**config.mk**
```make
export PLATFORM = sky130hd
export DESIGN_NAME = moving_average_filter
export DESIGN_NICKNAME = d
export VERILOG_FILES = /design/src/rtl/maf_pkg.sv /design/src/rtl/moving_average_filter.sv /design/src/rtl/maf_ctrl.sv /design/src/rtl/maf_dp.sv
export SDC_FILE = /design/constraint.sdc
export NUM_CORES = 1
export LEC_CHECK = 0
export ABC_CLOCK_PERIOD_IN_PS = 10900
export BUFFER_PORTS_ARGS = -buffer_cell sky130_fd_sc_hd__buf_2
export CORE_UTILIZATION = 50
export CTS_BUF_LIST = sky130_fd_sc_hd__clkbuf_8
export CTS_CLUSTER_DIAMETER = 80
export DETAILED_ROUTE_END_ITERATION = 8
export GPL_TIMING_DRIVEN = 0
export PLACE_DENSITY = 0.67
export SKIP_CTS_REPAIR_TIMING = 1
export SYNTH_ARGS = -nofsm -noshare
export SYNTH_HDL_FRONTEND = slang
export SYNTH_SLANG_ARGS = --single-unit
```
**constraint.sdc**
```tcl
create_clock -name clk -period 10.9 [get_ports clk]
set_input_delay 3.27 -clock clk [delete_from_list [all_inputs] [get_ports clk]]
set_output_delay 3.27 -clock clk [all_outputs]
set_load 0.1 [all_outputs]
```
**src/rtl/maf_pkg.sv**
```systemverilog
// Shared types and constants for the moving average filter.
// No dependencies; imported by every module of the filter.
package maf_pkg;

	localparam int SAMPLE_W       = 16;
	localparam int CFG_W          = 6;
	localparam int MAX_WINDOW_DEF = 32;
	localparam int APB_DATA_W     = 32;
	localparam int APB_ADDR_W     = 3;

	localparam logic [CFG_W-1:0] WINDOW_LEN_RESET = CFG_W'(4);

	// register index decoded from paddr[2]
	localparam logic REG_WINDOW_LEN = 1'b0;

	typedef struct packed {
		logic load;      // capture sample, read oldest slot
		logic update;    // update sum and store, seed divider
		logic div_step;  // one restoring-division step
		logic out_load;  // write result register
	} cmd_t;

	typedef struct packed {
		logic len_zero;
		logic div_done;
	} sts_t;

endpackage

```
**src/rtl/moving_average_filter.sv**
```systemverilog
// Boxcar moving average: one result item per sample item, sum / window length.
// Steps: capture the sample, update the sum and store, then run the bit-serial restoring
// divider (SUM_W = 21 at MAX_WINDOW = 32); when disabled the result is loaded straight
// after capture. A new sample is stalled until the last result is loaded, so the divider
// is not overlapped. Reset: async active-low arst_n; window_len returns to 4, sum, write
// position and fill flag clear; store contents are masked until rewritten.
module moving_average_filter #(
	parameter int MAX_WINDOW = maf_pkg::MAX_WINDOW_DEF
) (
	input  logic                                 clk,
	input  logic                                 arst_n,
	// configuration port
	input  logic                                 psel,
	input  logic                                 penable,
	input  logic                                 pwrite,
	input  logic [maf_pkg::APB_ADDR_W-1:0]       paddr,
	input  logic [maf_pkg::APB_DATA_W-1:0]       pwdata,
	output logic [maf_pkg::APB_DATA_W-1:0]       prdata,
	output logic                                 pready,
	// sample channel
	input  logic                                 sample_valid,
	output logic                                 sample_stall,
	input  logic signed [maf_pkg::SAMPLE_W-1:0]  sample,
	// result channel
	output logic                                 result_valid,
	input  logic                                 result_stall,
	output logic signed [maf_pkg::SAMPLE_W-1:0]  average,
	output logic                                 disabled
);
	import maf_pkg::*;

	localparam int LEN_W = $clog2(MAX_WINDOW + 1);

	logic [CFG_W-1:0] window_len_q;
	logic             cfg_wr;
	logic             clear;
	logic [LEN_W-1:0] len;
	cmd_t             cmd;
	sts_t             sts;

	// APB: zero wait states, write on the access phase
	assign pready = 1'b1;
	assign cfg_wr = psel && penable && pwrite;
	// any write to the window length restarts the window from an empty store
	assign clear  = cfg_wr && (paddr[2] == REG_WINDOW_LEN);

	always_comb begin
		prdata = '0;
		if (paddr[2] == REG_WINDOW_LEN) begin
			prdata = APB_DATA_W'(window_len_q);
		end
	end

	always_ff @(posedge clk or negedge arst_n) begin
		if (!arst_n) begin
			window_len_q <= WINDOW_LEN_RESET;
		end else if (clear) begin
			window_len_q <= pwdata[CFG_W-1:0];
		end
	end

	// saturate the programmed length to the store depth; the register keeps its bits
	always_comb begin
		if (int'(window_len_q) > MAX_WINDOW) begin
			len = LEN_W'(MAX_WINDOW);
		end else begin
			len = LEN_W'(window_len_q);
		end
	end

	// sequencer: handshakes and step order
	maf_ctrl u_ctrl (
		.clk          (clk),
		.arst_n       (arst_n),
		.sample_valid (sample_valid),
		.sample_stall (sample_stall),
		.result_valid (result_valid),
		.result_stall (result_stall),
		.sts          (sts),
		.cmd          (cmd)
	);

	// store, running sum, divider and result register
	maf_dp #(
		.MAX_WINDOW (MAX_WINDOW),
		.LEN_W      (LEN_W)
	) u_dp (
		.clk      (clk),
		.arst_n   (arst_n),
		.cmd      (cmd),
		.sts      (sts),
		.clear    (clear),
		.len      (len),
		.sample   (sample),
		.average  (average),
		.disabled (disabled)
	);

endmodule

```
**src/rtl/maf_ctrl.sv**
```systemverilog
// Sequencer for the moving average filter: input/output handshake and step control.
// Depends on maf_pkg (cmd_t, sts_t).
module maf_ctrl (
	input  logic          clk,
	input  logic          arst_n,
	input  logic          sample_valid,
	output logic          sample_stall,
	output logic          result_valid,
	input  logic          result_stall,
	input  maf_pkg::sts_t sts,
	output maf_pkg::cmd_t cmd
);
	import maf_pkg::*;

	typedef enum logic [1:0] {
		IDLE,
		UPDATE,
		DIVIDE,
		FINISH
	} state_t;

	state_t state_q;
	state_t state_next;
	logic   out_valid_q;
	logic   out_free;

	assign out_free     = !out_valid_q || !result_stall;
	assign sample_stall = (state_q != IDLE);
	assign result_valid = out_valid_q;

	always_comb begin
		cmd        = '0;
		state_next = state_q;
		unique case (state_q)
			IDLE: begin
				if (sample_valid) begin
					cmd.load   = 1'b1;
					state_next = sts.len_zero ? FINISH : UPDATE;
				end
			end
			UPDATE: begin
				cmd.update = 1'b1;
				state_next = DIVIDE;
			end
			DIVIDE: begin
				cmd.div_step = 1'b1;
				if (sts.div_done) begin
					state_next = FINISH;
				end
			end
			FINISH: begin
				if (out_free) begin
					cmd.out_load = 1'b1;
					state_next   = IDLE;
				end
			end
			default: state_next = IDLE;
		endcase
	end

	always_ff @(posedge clk or negedge arst_n) begin
		if (!arst_n) begin
			state_q     <= IDLE;
			out_valid_q <= 1'b0;
		end else begin
			state_q <= state_next;
			if (cmd.out_load) begin
				out_valid_q <= 1'b1;
			end else if (!result_stall) begin
				out_valid_q <= 1'b0;
			end
		end
	end

	a_result_from_finish: assert property (@(posedge clk) disable iff (!arst_n)
		$rose(out_valid_q) |-> $past(state_q) == FINISH)
		else $error("result raised outside FINISH");

	a_finish_loads_when_free: assert property (@(posedge clk) disable iff (!arst_n)
		(state_q == FINISH) && out_free |=> out_valid_q && (state_q == IDLE))
		else $error("free output register not loaded");

	a_no_accept_while_busy: assert property (@(posedge clk) disable iff (!arst_n)
		(state_q == DIVIDE) && !sts.div_done |=> sample_stall)
		else $error("input accepted during division");

endmodule

```
**src/rtl/maf_dp.sv**
```systemverilog
// Datapath of the moving average filter: sample store, running sum,
// serial restoring divider and result register. Depends on maf_pkg.
module maf_dp #(
	parameter int MAX_WINDOW = maf_pkg::MAX_WINDOW_DEF,
	parameter int LEN_W      = $clog2(MAX_WINDOW + 1)
) (
	input  logic                              clk,
	input  logic                              arst_n,
	input  maf_pkg::cmd_t                     cmd,
	output maf_pkg::sts_t                     sts,
	input  logic                              clear,
	input  logic [LEN_W-1:0]                  len,
	input  logic signed [maf_pkg::SAMPLE_W-1:0] sample,
	output logic signed [maf_pkg::SAMPLE_W-1:0] average,
	output logic                              disabled
);
	import maf_pkg::*;

	localparam int ADDR_W = $clog2(MAX_WINDOW);
	localparam int SUM_W  = SAMPLE_W + $clog2(MAX_WINDOW);
	localparam int CNT_W  = $clog2(SUM_W);

	logic signed [SAMPLE_W-1:0] mem [MAX_WINDOW];

	logic signed [SAMPLE_W-1:0] sample_q;
	logic signed [SAMPLE_W-1:0] rd_q;
	logic [ADDR_W-1:0]          wpos_q;
	logic                       wrapped_q;
	logic signed [SUM_W-1:0]    sum_q;
	logic [SUM_W-1:0]           quo_q;
	logic [LEN_W-1:0]           rem_q;
	logic                       neg_q;
	logic [CNT_W-1:0]           cnt_q;
	logic signed [SAMPLE_W-1:0] average_q;
	logic                       disabled_q;

	logic signed [SAMPLE_W-1:0] old_sample;
	logic signed [SUM_W-1:0]    sum_new;
	logic [SUM_W-1:0]           sum_mag;
	logic [LEN_W-1:0]           wpos_inc;
	logic                       wrap;
	logic [LEN_W:0]             rem_shift;
	logic                       rem_ge;
	logic [SUM_W-1:0]           quo_signed;

	// a slot is only ever written in order from zero, so before the first
	// wrap the slot at the write position is unwritten since the clear and counts as zero
	assign old_sample = wrapped_q ? rd_q : '0;
	assign sum_new    = sum_q - SUM_W'(old_sample) + SUM_W'(sample_q);
	assign sum_mag    = sum_new[SUM_W-1] ? SUM_W'(-sum_new) : SUM_W'(sum_new);
	assign wpos_inc   = LEN_W'(wpos_q) + LEN_W'(1);
	assign wrap       = (wpos_inc >= len);
	assign rem_shift  = {rem_q, quo_q[SUM_W-1]};
	assign rem_ge     = (rem_shift >= {1'b0, len});
	assign quo_signed = neg_q ? SUM_W'(-quo_q) : quo_q;

	assign sts.len_zero = (len == '0);
	assign sts.div_done = (cnt_q == '0);
	assign average      = average_q;
	assign disabled     = disabled_q;

	always_ff @(posedge clk) begin
		if (cmd.load) begin
			sample_q <= sample;
			rd_q     <= mem[wpos_q];
		end
		if (cmd.update) begin
			mem[wpos_q] <= sample_q;
		end
		if (cmd.out_load) begin
			average_q  <= sts.len_zero ? '0 : quo_signed[SAMPLE_W-1:0];
			disabled_q <= sts.len_zero;
		end
	end

	always_ff @(posedge clk or negedge arst_n) begin
		if (!arst_n) begin
			wpos_q    <= '0;
			wrapped_q <= 1'b0;
			sum_q     <= '0;
			rem_q     <= '0;
			quo_q     <= '0;
			neg_q     <= 1'b0;
			cnt_q     <= '0;
		end else if (clear) begin
			wpos_q    <= '0;
			wrapped_q <= 1'b0;
			sum_q     <= '0;
			rem_q     <= '0;
		end else if (cmd.update) begin
			sum_q  <= sum_new;
			wpos_q <= wrap ? '0 : wpos_inc[ADDR_W-1:0];
			if (wrap) begin
				wrapped_q <= 1'b1;
			end
			quo_q <= sum_mag;
			neg_q <= sum_new[SUM_W-1];
			rem_q <= '0;
			cnt_q <= CNT_W'(SUM_W - 1);
		end else if (cmd.div_step) begin
			quo_q <= {quo_q[SUM_W-2:0], rem_ge};
			rem_q <= rem_ge ? LEN_W'(rem_shift - {1'b0, len}) : rem_shift[LEN_W-1:0];
			cnt_q <= cnt_q - CNT_W'(1);
		end
	end

	a_wpos_in_window: assert property (@(posedge clk) disable iff (!arst_n)
		!sts.len_zero |-> LEN_W'(wpos_q) < len)
		else $error("write position outside window");

	a_rem_below_len: assert property (@(posedge clk) disable iff (!arst_n)
		!sts.len_zero |-> rem_q < len)
		else $error("divider remainder not reduced");

	a_wrapped_sticky: assert property (@(posedge clk) disable iff (!arst_n)
		wrapped_q && !clear |=> wrapped_q)
		else $error("fill flag dropped without clear");

endmodule
```
; Word-level counts from Yosys, hierarchy flattened
; Memories as Yosys holds them, arrays and structs flattened. A register that Yosys moved wholly into a read port is not among the register bits.
; Cells that the tools add are included.
; Widths: inputs -> output; s select.
[word_totals]
reg_bits = 102
ram_bits = 512
in_bits = 58
out_inout_bits = 52
elab_cells = 87
n_memories = 1
[mem_list]
columns = name, depth, width, rd, rd_ports_with_merged_regs, wr, line
row1 = u_dp.mem, 32, 16, 1, 1, 1, maf_dp.sv:23  ; logic signed [SAMPLE_W-1:0] mem [MAX_WINDOW];
[classes]
n_addsub = 7
n_lt_le_gt_ge = 3
eq_ne = 7
mux = 36
bitwise_logic = 2
reduce_logical = 18
[ops]
columns = op, count
row1 = $mux 21, 5
row2 = $mux 6, 6
row3 = $mux 16, 2
row4 = $mux 5, 5
row5 = $add 21x16->21, 1
row6 = $neg 21->21, 1
row7 = $sub 21x16->21, 1
row8 = $neg 16->16, 1
row9 = $mux 1, 13
row10 = $mux 2, 4
row11 = $pmux 2 s4, 1
row12 = $reduce_bool 2->1, 4
row13 = $ge 7x6->1, 1
row14 = $add 5x1->6 const B, 1
row15 = $ge 6x6->1, 1
row16 = $gt 6x6->1 const B, 1
row17 = $logic_not 6->1, 1
row18 = $reduce_and 2->1, 3
row19 = $sub 6x6->6, 1
row20 = $logic_not 5->1, 1
row21 = $sub 5x1->5 const B, 1
row22 = $eq 2x2->1 const B, 2
row23 = $ne 2x1->1 const B, 2
row24 = $ne 2x2->1 const B, 2
row25 = 8 further kinds, 12

; Logic depth before layout (Yosys ltp)
; Gate-level depths: netlist (run 1).
[logic_depth]
word_depth = 7
ltp_mapped = 16
depth_no_buf = 14

; Cells and area by module
; A second synthesis (run 1) with hierarchy kept.
[unflattened]
hier_cells = 1651
hier_area_um2 = 27238.6
[modules_own_cells]
columns = mod, n_inst, cells_each, area_each_um2
row1 = maf_dp, 1, 1575, 26466.6
row2 = moving_average_filter, 1, 55, 544.3
row3 = maf_ctrl, 1, 21, 227.7

; Worst setup path before layout (run 1)
; Ideal clock, no wire load.
[synth_timing]
kind = input port to output port
start = input paddr[2] (netlist bit)
end = output prdata[0] (netlist bit)
arrival_time_ns = 4.605
slack_ns = 3.025
stages = 1
path_buffers = 0
path_cell_list = nor2b_1
[synth_via]
elab_chain_len = 1
[synth_lines]
columns = item, line
row1 = from (decl), moving_average_filter.sv:16  ; input logic [maf_pkg::APB_ADDR_W-1:0] paddr,
row2 = $mux 6, moving_average_filter.sv:49  ; if (paddr[2] == REG_WINDOW_LEN) begin
row3 = to (decl), moving_average_filter.sv:18  ; output logic [maf_pkg::APB_DATA_W-1:0] prdata,
; Every way passes these cells.

; Final worst setup path (run 1)
[layout_timing]
start = input paddr[2] (netlist bit)
end = output prdata[2] (netlist bit)
; The elaborated chain is that of the path after synthesis.

==> impl_metrics.ini, run 1 <==
[status]
status = finished clean

[yosys]
synthTopCellsByArea = edfxtp_1 (62%), mux4_2 (11%), dfrtp_1 (6.3%), ha_1 (2.1%), a22oi_1 (1.8%)
synth-simple-area-share_pct = 5.81
synthMuxAreaShare_pct = 11.7
synth_cell_types = 66
synth.top_cells.by_count = edfxtp_1 (561), mux4_2 (128), nor2_1 (99)
dominantRegCellSynth = edfxtp_1
seq_area_frac_synth_pct = 68.2
syn_area_sq_mm = 0.0272
yosysTopAreaCell = edfxtp_1
synthDominantCellAreaShare_pct = 61.9
synth_compound_area_share_pct = 5.60
synth_xor_area_share_pct = 1.80
yosysWarnings = 0
yosysMostFrequentCell = edfxtp_1
syn_avg_cell_area_sq_um = 16.5
syn_inst = 1649
synth_top_family_by_area = multiplexers
synthArstFlopShare_pct = 11.0
synth-seq-cells = 630
synth-edff-count = 561
synth_fa_ha_area_share_pct = 3.66

[global_routing]
grt_pass1_wl_um = 99100
track_usage_pct = 24.5
grt_pass1_vias = 15653
antenna_found_initial = 1
grt_overflow = 0
grt_max_degree = 66

[place]
io_buffers = 54
gp_congestion = 0.889
place_inst = 2459
place_hpwl_um = 44800
dp_slack_ns = 3.67

[power]
ir_drop_v = 0.000191
leakagePower_nw = 10.9
finalPower_mw = 9.48
powerDensity_mw_per_mm2 = 305

[worst_setup_path]
end_kind = output pin
cp_common_cell = buf_2
max_stage_delay_ns = 0.43
setup.worst_path.class = primary input to output pin
cp.arrival_ns = 3.95
cp.required_ns = 7.63
path_max_fanout = 8
critical_path.startpoint_type = primary input
cpMaxStageDelayCell = buf_2
worstPathCellList = buf_2 > nor2b_1 > buf_2

[timing]
fin_crit_sh_pct = 66.2
hold_ws_ns = 0.494
tns_ns = 0
grt_setup_unrepaired = no
fmax_mhz = 139
finClkSkew_ns = 0.0505
setup_slack_ns = 3.68
setup_viol = 0
maxSlewViolCount = 0
worst_pin_slew_ns = 1.48
min_period_ns = 7.22
slew_headroom_pct = 1.28
hold_viol = 0

[clocking]
clkTransAtPathRegs_ns = 0.06
htree_levels = 3
cts_sinks = 630
cts_buffers = 101
cts_tree = done
clk_latency_ns = 0.71
clockBufferDepth = 3
root_buffer = clkbuf_8

[floorplan]
rows = 85
dieArea_sq_mm = 0.0554
start_util_pct = 50.6
core_area_sq_mm = 0.0538
die_y_um = 235
die-width_um = 235
boundaryPins = 110

[drt]
post_drt_wl_per_cell_um = 25.0
vias = 15614
drtPass1Iterations = 6
first_iter_violations = 1600
via_per_inst = 5.90
drc_errors = 0
drt-total-wl_um = 66200
ant_nets = 0

[worst_hold_path]
hold_class = flop to flop

[finish]
final_cells = 2646
area_growth_pct = 14.2
nNetsFinal = 1995
drive_above_1_share_pct = 22.0

[flow_run]
drv_cap = 0
==> report_power, final <==
group          switching, mW  internal, mW  total, mW  leakage (nW)
registers              0.209          2.97       3.18          5.92
logic                   2.73          1.65       4.38          3.89
clock network          0.924         0.998       1.92          1.10
total                   3.86          5.62       9.48          10.9
==> kinds of logic (layout without fill, tap and decap cells) <==
kind of cell / count (synthesis) / in the layout
AOI/OAI and AO/OA: 223 / 223
xor gates and xnor gates: 56 / 56
muxes: 157 / 157
and+or+nand+nor: 312 / 312
buffers and inverters: 202 / 477
other: 2 / 28
DFF: 630 / 630
adders and majority gates: 67 / 67
==> flip-flops by register name, indices dropped and copies added (netlist names) <==
name,count
u_dp.sum_q,21
u_dp.quo_q,21
u_dp.average,16
u_dp.sample_q,16
u_dp.wrapped_q,1
u_ctrl.result_valid,1
u_dp.cnt_q,5
u_dp.neg_q,1
u_ctrl.state_q,2
u_dp.disabled,1
u_dp.mem,512
window_len_q,6
u_dp.rd_q,16
u_dp.rem_q,6
u_dp.wpos_q,5
==> placed cells by master (no fill, tap or decap), drive strengths merged, types with 24 or more instances in the layout <==
cell	synthesis	layout
edfxtp	561	561
clkbuf	54	157
xnor2	24	24
clkinv	0	30
nor2	99	99
nand2	67	67
mux4	128	128
inv	98	139
conb	2	27
xor2	32	32
o21ai	44	44
buf	50	143
a22oi	64	64
dfrtp	68	68
a21oi	48	48
ha	46	46
==> final cells by class <==
class                           count  area (sq um)
Tap cell                          696           871
Sequential cell                   630         18600
Antenna cell                        1          2.50
Clock inverter                     79           477
Fill cell                        4118         22700
Multi-Input combinational cell    842          7950
Clock buffer                      103          1420
Timing Repair Buffer               93           927
Buffer                            104           500
Inverter                           98           368
==> worst max-delay path, delay by kind of cell <==
kind | cells | cell delay, ns
simple gates | 1 | 0.11
buf+inv | 2 | 0.57
==> final timing paths <==
check	cells after the start	start	end	slack [ns]
max	3	paddr[2]	prdata[2]	3.68
min	2	window_len_q[2]	window_len_q[2]	0.49
max reg2reg	14	u_dp.sample_q[1]	u_dp.quo_q[15]	5.66
min reg2reg	2	window_len_q[2]	window_len_q[2]	0.49
max in group asynchronous	2	arst_n	u_dp.sum_q[15]	7.94
min in group asynchronous	1	arst_n	u_ctrl.result_valid	2.38
==> routing by layer <==
metal  wire length (um)  global-route usage [%]  part of all wire (%)
met5                 82                       0                  0.12
met4               2190                    9.59                   3.3
met3               5630                    5.86                   8.5
met2              32500                    40.0                    49
met1              25800                    31.8                    39
==> through the flow <==
| step | utilization [%] | cell area, sq um |
|---|---|---|
| after floorplan | - | 27300 |
| after global placement | 52.9 | 28500 |
| after detailed placement | 54.0 | 29100 |
| after CTS | 57.6 | 31000 |
| after global routing | 57.8 | 31100 |
| final | 57.8 | 31100 |
(Power assumes the default switching activity.)
==> run 2: changes to the inputs <==
ABC_CLOCK_PERIOD_IN_PS = 6280   (was 10900)
PLACE_DENSITY = 0.69   (was 0.67)
clock period = 6.28 ns   (was 10.9 ns; I/O delays follow)
==> run 2 against run 1 <==
Clock skew shrank 0.012 ns; wire length shrank 1.8%; clock-buffer cell count shrank 4; hold slack lost 0.010 ns; critical endpoint is now u_dp.quo_q[15].
==> impl_metrics.ini, run 2 (synthesized netlist as in run 1, its figures left out) <==
[worst_hold_path]
hold_path_depth = 2
holdPathEnd = window_len_q[2]
min_from = window_len_q[2]
hold_class = flop to flop

[finish]
drive_above_1_share_pct = 21.7
largest_reg_flops = 512
largestRegisters = u_dp.mem (512), u_dp.quo_q (21), u_dp.sum_q (21)
area_growth_pct = 13.8
insertedDiodeCount = 0
nNetsFinal = 1989
top_register = u_dp.mem
final_cell_mix = edfxtp_1 (561), inv_1 (131), mux4_2 (128)
layout_commonest_cell = edfxtp_1

[clocking]
htree_levels = 3
root_buffer = clkbuf_8
clockBufferDepth = 3
cts_tree = done
clkTransAtPathRegs_ns = 0.06
clk_latency_ns = 0.71
cts_sinks = 630
cts_buffers = 97

[worst_setup_path]
reg2reg_slack_ns = 1.07
r2r-start = u_dp.sample_q[2]
cpMaxStageDelayCell = edfxtp_1
setup.worst_path.class = flop to flop
crit_family = compound AO/OA/AOI/OAI gates
worstPathCellList = inv_1 > fa_1 > inv_1 > ha_1 > a211oi_2 > o211ai_1 > a21oi_1 > o211ai_1 > a2111oi_0 > nor3_1 > buf_2 > o31ai_1 > mux2i_1 > o311ai_1
critical_path.startpoint_type = flop
crit_start = u_dp.sample_q[2]
cp.required_ns = 6.83
max_stage_delay_ns = 1.26
path_max_fanout = 33
reg2regPathDepth = 14
r2r-end = u_dp.quo_q[15]
path_buf_inv = 3
end_kind = flop
cp.arrival_ns = 5.77

[floorplan]
start_util_pct = 50.6
die-width_um = 235
die_y_um = 235
rows = 85
boundaryPins = 110
core_area_sq_mm = 0.0538
dieArea_sq_mm = 0.0554

[timing]
tns_ns = 0
slew_headroom_pct = 4.03
hold_ws_ns = 0.484
worst_pin_slew_ns = 1.44
setup_viol = 0
maxSlewViolCount = 0
min_period_ns = 5.21
setup_slack_ns = 1.07
fmax_mhz = 192
grt_setup_unrepaired = no
finClkSkew_ns = 0.0387
hold_viol = 0
fin_crit_sh_pct = 83.0

[global_routing]
grt_overflow = 0
grt_max_degree = 68
grt_pass1_vias = 15634
antenna_found_initial = 2
track_usage_pct = 24.0
grt_pass1_wl_um = 97200

[drt]
vias = 15490
drt-total-wl_um = 65000
ant_nets = 0
drc_errors = 0
first_iter_violations = 1706
drtPass1Iterations = 5
via_per_inst = 5.88
post_drt_wl_per_cell_um = 24.7

[power]
ir_drop_v = 0.000288
leakagePower_nw = 10.8
powerDensity_mw_per_mm2 = 524

[flow_run]
drv_cap = 0

[place]
place_hpwl_um = 43800
gp_congestion = 0.942
io_buffers = 54
dp_slack_ns = 1.07

[status]
status = finished clean
## run 2: cell types whose count changed in the layout (fill, tap and decap cells not counted), moves of 2 or more
| cell | before | now |
|---|---|---|
| buf_8 | 28 | 25 |
| inv_1 | 136 | 131 |
| bufinv_16 | 5 | 2 |
| buf_6 | 3 | 0 |
| buf_16 | 7 | 11 |
| inv_12 | 0 | 2 |
| clkinv_1 | 23 | 26 |
| clkbuf_8 | 103 | 99 |
## run 2: tightest hold or removal path: cells and delay by family (launching register included)
kind,cells,cell delay (ns)
flops,1,0.38
simple gates,2,0.10
## run 2: worst max-delay path by stage
| stage | endpoint | slack (ns) | depth (start not counted) |
|---|---|---|---|
| after floorplan | prdata[0] | 1.18 | 1 |
| after CTS | u_dp.quo_q[15] | 1.03 | 14 |
| final | u_dp.quo_q[15] | 1.07 | 14 |
| after global routing | u_dp.quo_q[15] | 0.72 | 14 |
| after global placement | u_dp.quo_q[15] | 1.32 | 14 |
| after detailed placement | u_dp.quo_q[15] | 1.07 | 14 |
## run 2: layout make-up
type,count,area (sq um)
flip-flops and latches,630,18600
inverters,98,368
fillers,4075,22800
clock buffers,99,1360
multi-input cells,842,7960
well taps,696,871
plain buffers,104,500
clock inverters,74,384
repair buffers,91,958
## run 2: metal layers
layer	GRT usage, %	vias to the layer above	share of wire, %
met2	38.4	779	48
met3	5.66	171	9.2
met5	0	-	0.020
met4	10.5	2	4.2
li1	-	6754	-
met1	31.5	7784	39
## run 2: stage by stage
stage | utilization, % | instances | instance area (sq um) | total power, mW
global placement | 52.9 | 2424 | 28500 | 12.9
floorplan | - | 1674 | 27300 | 11.2
detailed placement | 54.2 | 2458 | 29100 | 13.1
finish | 57.6 | 2634 | 31000 | 16.2
CTS | 57.4 | 2631 | 30900 | 16.2
global route | 57.6 | 2634 | 31000 | 17.2
## run 2: power breakdown
group,leakage [nW],internal (mW),switching [mW]
Combinational,3.90,2.85,4.71
Sequential,5.92,5.16,0.368
Clock,1.01,1.55,1.58
Total,10.8,9.56,6.66
==> run 3: changes to the inputs <==
ABC_CLOCK_PERIOD_IN_PS = 5300   (was 6280)
PLACE_DENSITY = 0.67   (was 0.69)
clock period = 5.3 ns   (was 6.28 ns; I/O delays follow)
==> run 3 against run 2 <==
Critical path depth did not move; clock skew rose by 0.014 ns; largest cell class unchanged; clock power rose by 26%; sequential share of layout area fell by 0.41 points; clock-buffer cell count rose by 4; die area did not move; cell area rose by 0.68%; wire length rose by 3.6%; sequential power rose by 18%; setup slack got worse by 0.79 ns.
==> impl_metrics.ini, run 3 (synthesized netlist as in run 1, its figures left out) <==
[clocking]
htree_levels = 3
clkTransAtPathRegs_ns = 0.06
cts_buffers = 101
cts_sinks = 630
cts_tree = done
clockBufferDepth = 3
root_buffer = clkbuf_8
clk_latency_ns = 0.70

[status]
status = finished clean

[place]
place_inst = 2459
place_area_sq_mm = 0.0291
io_buffers = 54
gp_congestion = 0.889
place_hpwl_um = 44800

[timing]
maxSlewViolCount = 0
min_period_ns = 5.02
finClkSkew_ns = 0.0527
fmax_mhz = 199
hold_viol = 0
slew_headroom_pct = 0.613
fin_crit_sh_pct = 94.8
grt_setup_unrepaired = no
worst_pin_slew_ns = 1.49
hold_ws_ns = 0.494
tns_ns = 0
setup_viol = 0

[worst_setup_path]
setup.worst_path.class = flop to flop
cp_common_cell = inv_1
end_kind = flop
cp.required_ns = 5.83
max_stage_delay_ns = 1.15
r2r-start = u_dp.sample_q[5]
crit_start = u_dp.sample_q[5]
cpMaxStageDelayCell = edfxtp_1
path_max_fanout = 33
path_buf_inv = 3
cp.arrival_ns = 5.56
reg2reg_slack_ns = 0.28
critical_path.startpoint_type = flop
crit_family = simple AND/OR/NAND/NOR gates
worstPathCellList = inv_1 > fa_1 > inv_1 > ha_1 > buf_2 > nand2_1 > nor4b_4 > mux2_2 > nand4b_1 > nor3b_1 > nand4_1 > o31ai_1 > mux2i_1 > o311ai_1

[floorplan]
rows = 85
die-width_um = 235
die_y_um = 235
core_area_sq_mm = 0.0538
start_util_pct = 50.6
boundaryPins = 110
dieArea_sq_mm = 0.0554

[power]
pwr-share-clk_pct = 20.2
comb_power_share_pct = 46.4
ir_drop_v = 0.000395
p_switching_mw = 7.96
p_sw_share_pct = 40.8
power_frac_seq_pct = 33.4
leakagePower_nw = 11.0
powerDensity_mw_per_mm2 = 626
p_int_mw = 11.6

[global_routing]
grt_max_degree = 66
antenna_found_initial = 2
grt_pass1_wl_um = 99100
grt_pass1_vias = 15653
grt_overflow = 0
track_usage_pct = 24.5

[finish]
largest_reg_flops = 512
largestRegisters = u_dp.mem (512), u_dp.quo_q (21), u_dp.sum_q (21)
area_growth_pct = 14.6
utilization_pct = 57.9
fin_area_sq_mm = 0.0312
layout_commonest_cell = edfxtp_1
fill_cells = 4104
final_cell_mix = edfxtp_1 (561), inv_1 (136), mux4_2 (128)
nNetsFinal = 2000
drive_above_1_share_pct = 22.2
final_cells = 2651
top_register = u_dp.mem

[worst_hold_path]
min_from = window_len_q[2]
hold_class = flop to flop

[drt]
drc_errors = 0
via_per_inst = 5.92
first_iter_violations = 1493
post_drt_wl_per_cell_um = 25.4
drtPass1Iterations = 5
ant_nets = 0
vias = 15697
drt-total-wl_um = 67400

[flow_run]
drv_cap = 0
==> run 3: tightest hold or removal path, delay by kind of cell, from the launching register on <==
kind,cells,cell delay [ns]
flip-flops,1,0.38
AND/OR/NAND/NOR,2,0.10
==> run 3: layer usage <==
layer / vias up / part of all wire (%) / GRT usage, %
met5: - / 0 / 0
met2: 755 / 48 / 40.0
met3: 143 / 9.1 / 5.86
met4: 0 / 4.0 / 9.59
li1: 6794 / - / -
met1: 8005 / 39 / 31.8
==> run 3: area by class of cell <==
cell class / count / area [sq um] / area share, %
Antenna cell: 1 / 2.50 / 0.00802
Sequential cell: 630 / 18600 / 59.6
Tap cell: 696 / 871 / 2.79
Multi-Input combinational cell: 842 / 7950 / 25.5
Timing Repair Buffer: 98 / 1020 / 3.27
Clock inverter: 79 / 477 / 1.53
Clock buffer: 103 / 1420 / 4.55
Inverter: 98 / 368 / 1.18
Buffer: 104 / 500 / 1.60
==> run 3: metrics by stage <==
| stage | power, mW | worst slack (ns) |
|---|---|---|
| 2_1_floorplan | 13.2 | 0.785 |
| 6_report | 19.5 | 0.277 |
| 4_1_cts | 19.5 | 0.114 |
| 3_3_place_gp | 15.3 | 0.276 |
| 3_5_place_dp | 15.6 | 0.183 |
| 5_1_grt | 20.7 | 0.0207 |
==> run 3: path summary, 6_finish.rpt <==
path	to	depth (start not counted)
worst min-delay path	window_len_q[2]	2
worst max register to register	u_dp.quo_q[15]	14
worst max-delay path	u_dp.quo_q[15]	14
worst min register to register	window_len_q[2]	2
min in group asynchronous	window_len_q[1]	1
max in group asynchronous	u_dp.sum_q[15]	2
==> run 3: power by group through the flow <==
stage | logic [mW] | clock network, mW | registers [mW]
after floorplan | 6.39 | 0 | 6.85
after global placement | 8.69 | 0 | 6.64
after detailed placement | 8.91 | 0 | 6.66
after CTS | 8.95 | 4.01 | 6.57
after global routing | 9.94 | 4.24 | 6.57
final | 9.07 | 3.94 | 6.52
